File: config.mk
export PLATFORM = sky130hd
export DESIGN_NAME = pmt_div
export DESIGN_NICKNAME = d
export VERILOG_FILES = /design/src/rtl/point_move_to_target_macros.svh /design/src/rtl/pmt_div.sv
export SDC_FILE = /design/constraint.sdc
export NUM_CORES = 1
export LEC_CHECK = 0
export BUFFER_PORTS_ARGS = -buffer_cell sky130_fd_sc_hd__clkbuf_2
export CAP_MARGIN = 20
export CORE_MARGIN = 2
export CORE_UTILIZATION = 45
export CTS_CLUSTER_DIAMETER = 100
export DETAILED_ROUTE_END_ITERATION = 12
export HOLD_SLACK_MARGIN = 0.08
export PLACE_DENSITY = 0.66
export SETUP_SLACK_MARGIN = 0.15
export SLEW_MARGIN = 30
export SYNTH_ARGS = -nofsm -noshare
export SYNTH_HDL_FRONTEND = slang
export SYNTH_SLANG_ARGS = --single-unit
File: constraint.sdc
create_clock -name clk_i -period 3.5 [get_ports clk_i]
set_input_delay 0.525 -clock clk_i [delete_from_list [all_inputs] [get_ports clk_i]]
set_output_delay 0.525 -clock clk_i [all_outputs]
set_load 0.05 [all_outputs]
File: src/rtl/point_move_to_target_macros.svh
// Assertion macros for the RTL of the point mover.
`ifndef POINT_MOVE_TO_TARGET_MACROS_SVH
`define POINT_MOVE_TO_TARGET_MACROS_SVH

// Checks a property on every rising clock edge outside reset.
`define PMT_ASSERT(name, prop) \
  name: assert property (@(posedge clk_i) disable iff (!rst_ni) prop) \
    else $error("point mover check failed");

// Same check, with a message of its own.
`define PMT_ASSERT_MSG(name, prop, msg) \
  name: assert property (@(posedge clk_i) disable iff (!rst_ni) prop) \
    else $error(msg);

`endif

File: src/rtl/pmt_div.sv
module pmt_div (
  input  logic        clk_i,
  input  logic        rst_ni,
  input  logic        start_i,
  input  logic [63:0] dividend_i,
  input  logic [31:0] divisor_i,
  output logic        done_o,
  output logic [63:0] quotient_o
);

  logic        busy_q;
  logic        done_q;
  logic [5:0]  cnt_q;
  logic [31:0] rem_q;
  logic [31:0] div_q;
  logic [63:0] quo_q;
  logic [32:0] trial;
  logic        fits;

  always_comb begin
    trial = {rem_q, quo_q[63]};
    fits  = trial >= {1'b0, div_q};
  end

  always_ff @(posedge clk_i or negedge rst_ni) begin
    if (!rst_ni) begin
      busy_q <= 1'b0;
      done_q <= 1'b0;
      cnt_q  <= '0;
      rem_q  <= '0;
      div_q  <= '0;
      quo_q  <= '0;
    end else if (start_i) begin
      busy_q <= 1'b1;
      done_q <= 1'b0;
      cnt_q  <= '0;
      rem_q  <= '0;
      div_q  <= divisor_i;
      quo_q  <= dividend_i;
    end else if (busy_q) begin
      rem_q <= fits ? 32'(trial - {1'b0, div_q}) : trial[31:0];
      quo_q <= {quo_q[62:0], fits};
      cnt_q <= cnt_q + 6'd1;
      if (cnt_q == 6'd63) begin
        busy_q <= 1'b0;
        done_q <= 1'b1;
      end
    end else begin
      done_q <= 1'b0;
    end
  end

  assign done_o     = done_q;
  assign quotient_o = quo_q;

endmodule

==> impl_results.html <==
<table>
<tr><th>Metric</th><th>Value</th></tr>
<tr><th colspan="2">Run status</th></tr>
<tr><td>Outcome</td><td>complete, no violations</td></tr>
<tr><th colspan="2">Place</th></tr>
<tr><td>Cell area after placement</td><td>0.00884 sq mm</td></tr>
<tr><td>Number of input and output port buffers inserted</td><td>163</td></tr>
<tr><td>Routability Congestion</td><td>0.852</td></tr>
<tr><td>HPWL after DPL</td><td>13.3 mm</td></tr>
<tr><th colspan="2">GRT</th></tr>
<tr><td>Via count of the first global-routing pass</td><td>6,317</td></tr>
<tr><td>Global-route wire length before repair</td><td>31.6 mm</td></tr>
<tr><td>Maximum number of pins on one net before global-route repair</td><td>98</td></tr>
<tr><td>Aggregate global routing overflow</td><td>0</td></tr>
<tr><td>Global routing usage summed across all routing layers</td><td>21.2%</td></tr>
<tr><td>Initial antenna violation count</td><td>0</td></tr>
<tr><th colspan="2">Logic synthesis</th></tr>
<tr><td>Most area-hungry cell type in the Yosys netlist</td><td>sky130_fd_sc_hd__dfrtp_1</td></tr>
<tr><td>Number of different library cells in the post-synthesis netlist</td><td>52</td></tr>
<tr><td>Warnings from Yosys</td><td>0</td></tr>
<tr><td>Cell types with the largest area share after synthesis</td><td>sky130_fd_sc_hd__dfrtp_1, sky130_fd_sc_hd__mux2i_1, sky130_fd_sc_hd__o21ai_0</td></tr>
<tr><td>Share of the yosys chip area belonging to registers</td><td>43.4%</td></tr>
<tr><td>Average cell area after synthesis</td><td>8.99 sq um</td></tr>
<tr><td>Share of Yosys cell area claimed by the top area cell type</td><td>43.4%</td></tr>
<tr><td>Post-synthesis instance total</td><td>872</td></tr>
<tr><td>Area of the mapped netlist</td><td>0.00784 sq mm</td></tr>
<tr><td>Register bit count reported by yosys</td><td>136</td></tr>
<tr><td>Net Count, Synth</td><td>1,005</td></tr>
<tr><td>Share of async-settable or async-resettable flops after synthesis</td><td>100%</td></tr>
<tr><td>Commonest register cell after synthesis</td><td>sky130_fd_sc_hd__dfrtp_1</td></tr>
<tr><td>Number of enable-type register cells in the synthesized netlist</td><td>0</td></tr>
<tr><th colspan="2">Routing</th></tr>
<tr><td>Post-detailed-route DRC marker count</td><td>0</td></tr>
<tr><td>Total number of vias</td><td>6,495</td></tr>
<tr><td>Number of DRC violations after detailed-routing iteration 0</td><td>353</td></tr>
<tr><td>Via count normalized by instance count</td><td>5.19</td></tr>
<tr><td>Antenna Nets Post-Route</td><td>0</td></tr>
<tr><td>Wire length reported by the detailed router</td><td>18.7 mm</td></tr>
<tr><td>DR pass1 iterations</td><td>5</td></tr>
<tr><td>Routed length per instance</td><td>14.9 microns</td></tr>
<tr><th colspan="2">Hold path</th></tr>
<tr><td>Worst hold-check path type</td><td>in2async</td></tr>
<tr><th colspan="2">Die</th></tr>
<tr><td>Placement row count</td><td>48</td></tr>
<tr><td>Vertical extent of the die</td><td>136 microns</td></tr>
<tr><td>Core ar.</td><td>0.0172 sq mm</td></tr>
<tr><td>Die ar.</td><td>0.0185 sq mm</td></tr>
<tr><td>Initial Util</td><td>45.6%</td></tr>
<tr><td>Number of primary I/O pins</td><td>164</td></tr>
<tr><td>Chip Width</td><td>136 microns</td></tr>
<tr><th colspan="2">Final layout</th></tr>
<tr><td>Growth of design area from synthesis to finish</td><td>21.3%</td></tr>
<tr><td>Share of layout cells above drive strength 1</td><td>21.5%</td></tr>
<tr><td>Count of antenna diodes in the layout</td><td>0</td></tr>
<tr><td>Finished Cell Area</td><td>0.00950 sq mm</td></tr>
<tr><td>Nets</td><td>1,147</td></tr>
<tr><td>Total area of multi-input combinational cells</td><td>0.00406 sq mm</td></tr>
<tr><td>FILL cells</td><td>1,614</td></tr>
<tr><td>Total area of sequential cells</td><td>0.00341 sq mm</td></tr>
<tr><td>Final Core Density</td><td>55.3%</td></tr>
<tr><th colspan="2">Critical path</th></tr>
<tr><td>Critical path's slowest cell</td><td>sky130_fd_sc_hd__a2111oi_4</td></tr>
<tr><td>Largest fanout of any net on the critical path</td><td>11</td></tr>
<tr><td>Ordered cell list for the critical path</td><td>ha_1, nand4_2, nor4_1, a41oi_1, o21ai_1, a2111oi_4, nand2_2, buf_4, nand2_1, o21ai_0, a211oi_1</td></tr>
<tr><td>Type of the worst setup path</td><td>reg2reg</td></tr>
<tr><td>Worst R2R Path Depth</td><td>11</td></tr>
<tr><td>CP required</td><td>3820 ps</td></tr>
<tr><td>Type of element launching the critical path</td><td>flip-flop</td></tr>
<tr><td>Critical Path AT</td><td>3290 ps</td></tr>
<tr><td>Crit path capture type</td><td>flip-flop</td></tr>
<tr><td>Biggest cell delay along the critical path</td><td>450 ps</td></tr>
<tr><th colspan="2">STA</th></tr>
<tr><td>Clock period minus final worst setup slack</td><td>2970 ps</td></tr>
<tr><td>Final setup violating endpoints</td><td>0</td></tr>
<tr><td>Maximum clock frequency</td><td>337 MHz</td></tr>
<tr><td>Setup Total Neg Slack</td><td>0 ps</td></tr>
<tr><td>Final max-slew violation count</td><td>0</td></tr>
<tr><td>Number of hold-slack violations in the final timing report</td><td>0</td></tr>
<tr><td>Clock tree skew after final layout</td><td>8.68 ps</td></tr>
<tr><td>Setup repair after global routing missed its margin</td><td>no</td></tr>
<tr><td>Slew @ Worst Pin</td><td>674 ps</td></tr>
<tr><td>Normalized max-slew margin</td><td>55.1%</td></tr>
<tr><td>Worst hold margin</td><td>111 ps</td></tr>
<tr><td>Final period utilization</td><td>84.7%</td></tr>
<tr><th colspan="2">Pwr</th></tr>
<tr><td>Max rail drop VDD</td><td>0.000394 V</td></tr>
<tr><td>Areal power density over the cells</td><td>629 mW/mm^2</td></tr>
<tr><td>LEAKAGE</td><td>0.00508 uW</td></tr>
<tr><td>Overall power after layout</td><td>5980 uW</td></tr>
<tr><th colspan="2">CTS</th></tr>
<tr><td>CTS tree</td><td>yes</td></tr>
<tr><td>Number of clock sinks</td><td>136</td></tr>
<tr><td>Inserted Clock Buffers</td><td>17</td></tr>
<tr><td>H-tree level count</td><td>4</td></tr>
<tr><td>Clock transition at path regs</td><td>60 ps</td></tr>
<tr><td>Clock latency of the later-clocked register in the worst-skew pair</td><td>420 ps</td></tr>
<tr><td>Hold_buf cts</td><td>0</td></tr>
<tr><td>Root Buffer Master</td><td>sky130_fd_sc_hd__clkbuf_16</td></tr>
<tr><td>Max Buffers Root-to-Sink</td><td>2</td></tr>
<tr><th colspan="2">Flow run</th></tr>
<tr><td>Max Cap Viol</td><td>0</td></tr>
</table>
-- registers in the layout, indices dropped and copies added (netlist names) --
signal,flops
div_q,32
done_o,1
rem_q,32
cnt_q,6
busy_q,1
quotient_o,64
-- cells in the final DEF (no fill, tap or decap), types with 3 or more instances in the layout --
cell and n:
sky130_fd_sc_hd__xor2_1 16, sky130_fd_sc_hd__mux2i_1 76, sky130_fd_sc_hd__nand3_1 10, sky130_fd_sc_hd__dfrtp_1 135, sky130_fd_sc_hd__inv_6 3, sky130_fd_sc_hd__clkbuf_16 17
sky130_fd_sc_hd__a31oi_1 3, sky130_fd_sc_hd__inv_1 40, sky130_fd_sc_hd__mux2_2 3, sky130_fd_sc_hd__or3_1 4, sky130_fd_sc_hd__xnor2_1 13, sky130_fd_sc_hd__a21o_1 16
sky130_fd_sc_hd__clkinvlp_4 3, sky130_fd_sc_hd__nor2b_1 6, sky130_fd_sc_hd__ha_1 33, sky130_fd_sc_hd__a311oi_1 10, sky130_fd_sc_hd__o21a_1 3, sky130_fd_sc_hd__nand4_1 8
sky130_fd_sc_hd__and3_1 3, sky130_fd_sc_hd__nand2_1 147, sky130_fd_sc_hd__a21oi_1 42, sky130_fd_sc_hd__o21bai_1 4, sky130_fd_sc_hd__nand2b_1 5, sky130_fd_sc_hd__and2_1 6
sky130_fd_sc_hd__buf_4 12, sky130_fd_sc_hd__clkbuf_2 161, sky130_fd_sc_hd__bufinv_16 4, sky130_fd_sc_hd__o21ai_0 118, sky130_fd_sc_hd__o211ai_1 5, sky130_fd_sc_hd__nor3_1 4
sky130_fd_sc_hd__nor2_1 55, sky130_fd_sc_hd__a211oi_1 22
-- kinds of logic (layout without fill, tap and decap cells) --
| group | after synthesis | count (layout) | share of synthesized area [%] |
|---|---|---|---|
| AND/OR/NAND/NOR | 259 | 259 | 14.3 |
| AO/OA/AOI/OAI | 241 | 241 | 18.5 |
| flip-flops | 136 | 136 | 43.4 |
| buffers and inverters | 94 | 249 | 4.90 |
| multiplexers | 79 | 79 | 10.1 |
| adder cells (fa/ha/maj) | 34 | 34 | 5.53 |
| XOR/XNOR | 29 | 29 | 3.24 |
-- stage by stage --
stage          setup slack, ps  instances
3_3_place_gp               507       1220
2_1_floorplan              670        872
4_1_cts                    484       1252
5_1_grt                    212       1252
3_5_place_dp               530       1220
6_report                   534       1252
-- final timing paths --
kind,startpoint,to,slack (ps)
worst min-delay path,rst_ni,quotient_o[13]$_DFFE_PN0P_,110
max in group asynchronous,rst_ni,quotient_o[52]$_DFFE_PN0P_,2590
worst max-delay path,rem_q[17]$_DFFE_PN0P_,rem_q[1]$_DFFE_PN0P_,530
worst min register to register,div_q[29]$_DFFE_PN0P_,div_q[29]$_DFFE_PN0P_,530
min in group clk_i,dividend_i[34],quotient_o[34]$_DFFE_PN0P_,300
worst max register to register,rem_q[17]$_DFFE_PN0P_,rem_q[1]$_DFFE_PN0P_,530
-- area by class of cell --
| type | count | share of cell area (%) |
|---|---|---|
| multi-input cells | 642 | 42.7 |
| flip-flops and latches | 136 | 35.9 |
| repair buffers | 177 | 10.1 |
| clock buffers | 19 | 4.77 |
| well taps | 225 | 2.96 |
| clock inverters | 13 | 2.01 |
| inverters | 40 | 1.58 |
-- critical path, delay by kind of cell, from the launching register on --
family / cells / cell delay (ps)
and+or+nand+nor: 4 / 570
adders and majority gates: 1 / 430
buffers and inverters: 1 / 260
DFF: 1 / 400
AOI/OAI and AO/OA: 5 / 1210
-- timing repair --
| action | in CTS | in global routing |
|---|---|---|
| resized for setup | 0 | 1 |
| setup endpoints to repair | 0 | 1 |
| setup buffers | 0 | 0 |
-- report_power, final --
group          internal (uW)  total [uW]  switching, uW
clock                   1240        1970            730
combinational            808        2100           1290
sequential              1770        1910            146
-- layer usage --
layer	part of all wire [%]	global-route usage, %
met1	48	30.0
met2	45	31.8
met3	6.0	6.08
met4	1.1	6.08
met5	0	0
-- synth_stat cells, types with 5 or more instances --
| cell type | n |
|---|---|
| sky130_fd_sc_hd__dfrtp_1 | 136 |
| sky130_fd_sc_hd__nand3_1 | 10 |
| sky130_fd_sc_hd__buf_1 | 8 |
| sky130_fd_sc_hd__a311oi_1 | 10 |
| sky130_fd_sc_hd__nand2_1 | 147 |
| sky130_fd_sc_hd__nor2_1 | 55 |
| sky130_fd_sc_hd__clkbuf_1 | 36 |
| sky130_fd_sc_hd__o211ai_1 | 5 |
| sky130_fd_sc_hd__nand4_1 | 8 |
| sky130_fd_sc_hd__buf_2 | 7 |
| sky130_fd_sc_hd__a211oi_1 | 22 |
| sky130_fd_sc_hd__xnor2_1 | 13 |
| sky130_fd_sc_hd__nand2b_1 | 5 |
| sky130_fd_sc_hd__o21ai_0 | 118 |
| sky130_fd_sc_hd__and2_1 | 6 |
| sky130_fd_sc_hd__ha_1 | 33 |
| sky130_fd_sc_hd__inv_1 | 40 |
| sky130_fd_sc_hd__nor2b_1 | 6 |
| sky130_fd_sc_hd__xor2_1 | 16 |
| sky130_fd_sc_hd__mux2i_1 | 76 |
| sky130_fd_sc_hd__a21o_1 | 16 |
| sky130_fd_sc_hd__a21oi_1 | 42 |
(Power assumes the default switching activity.)
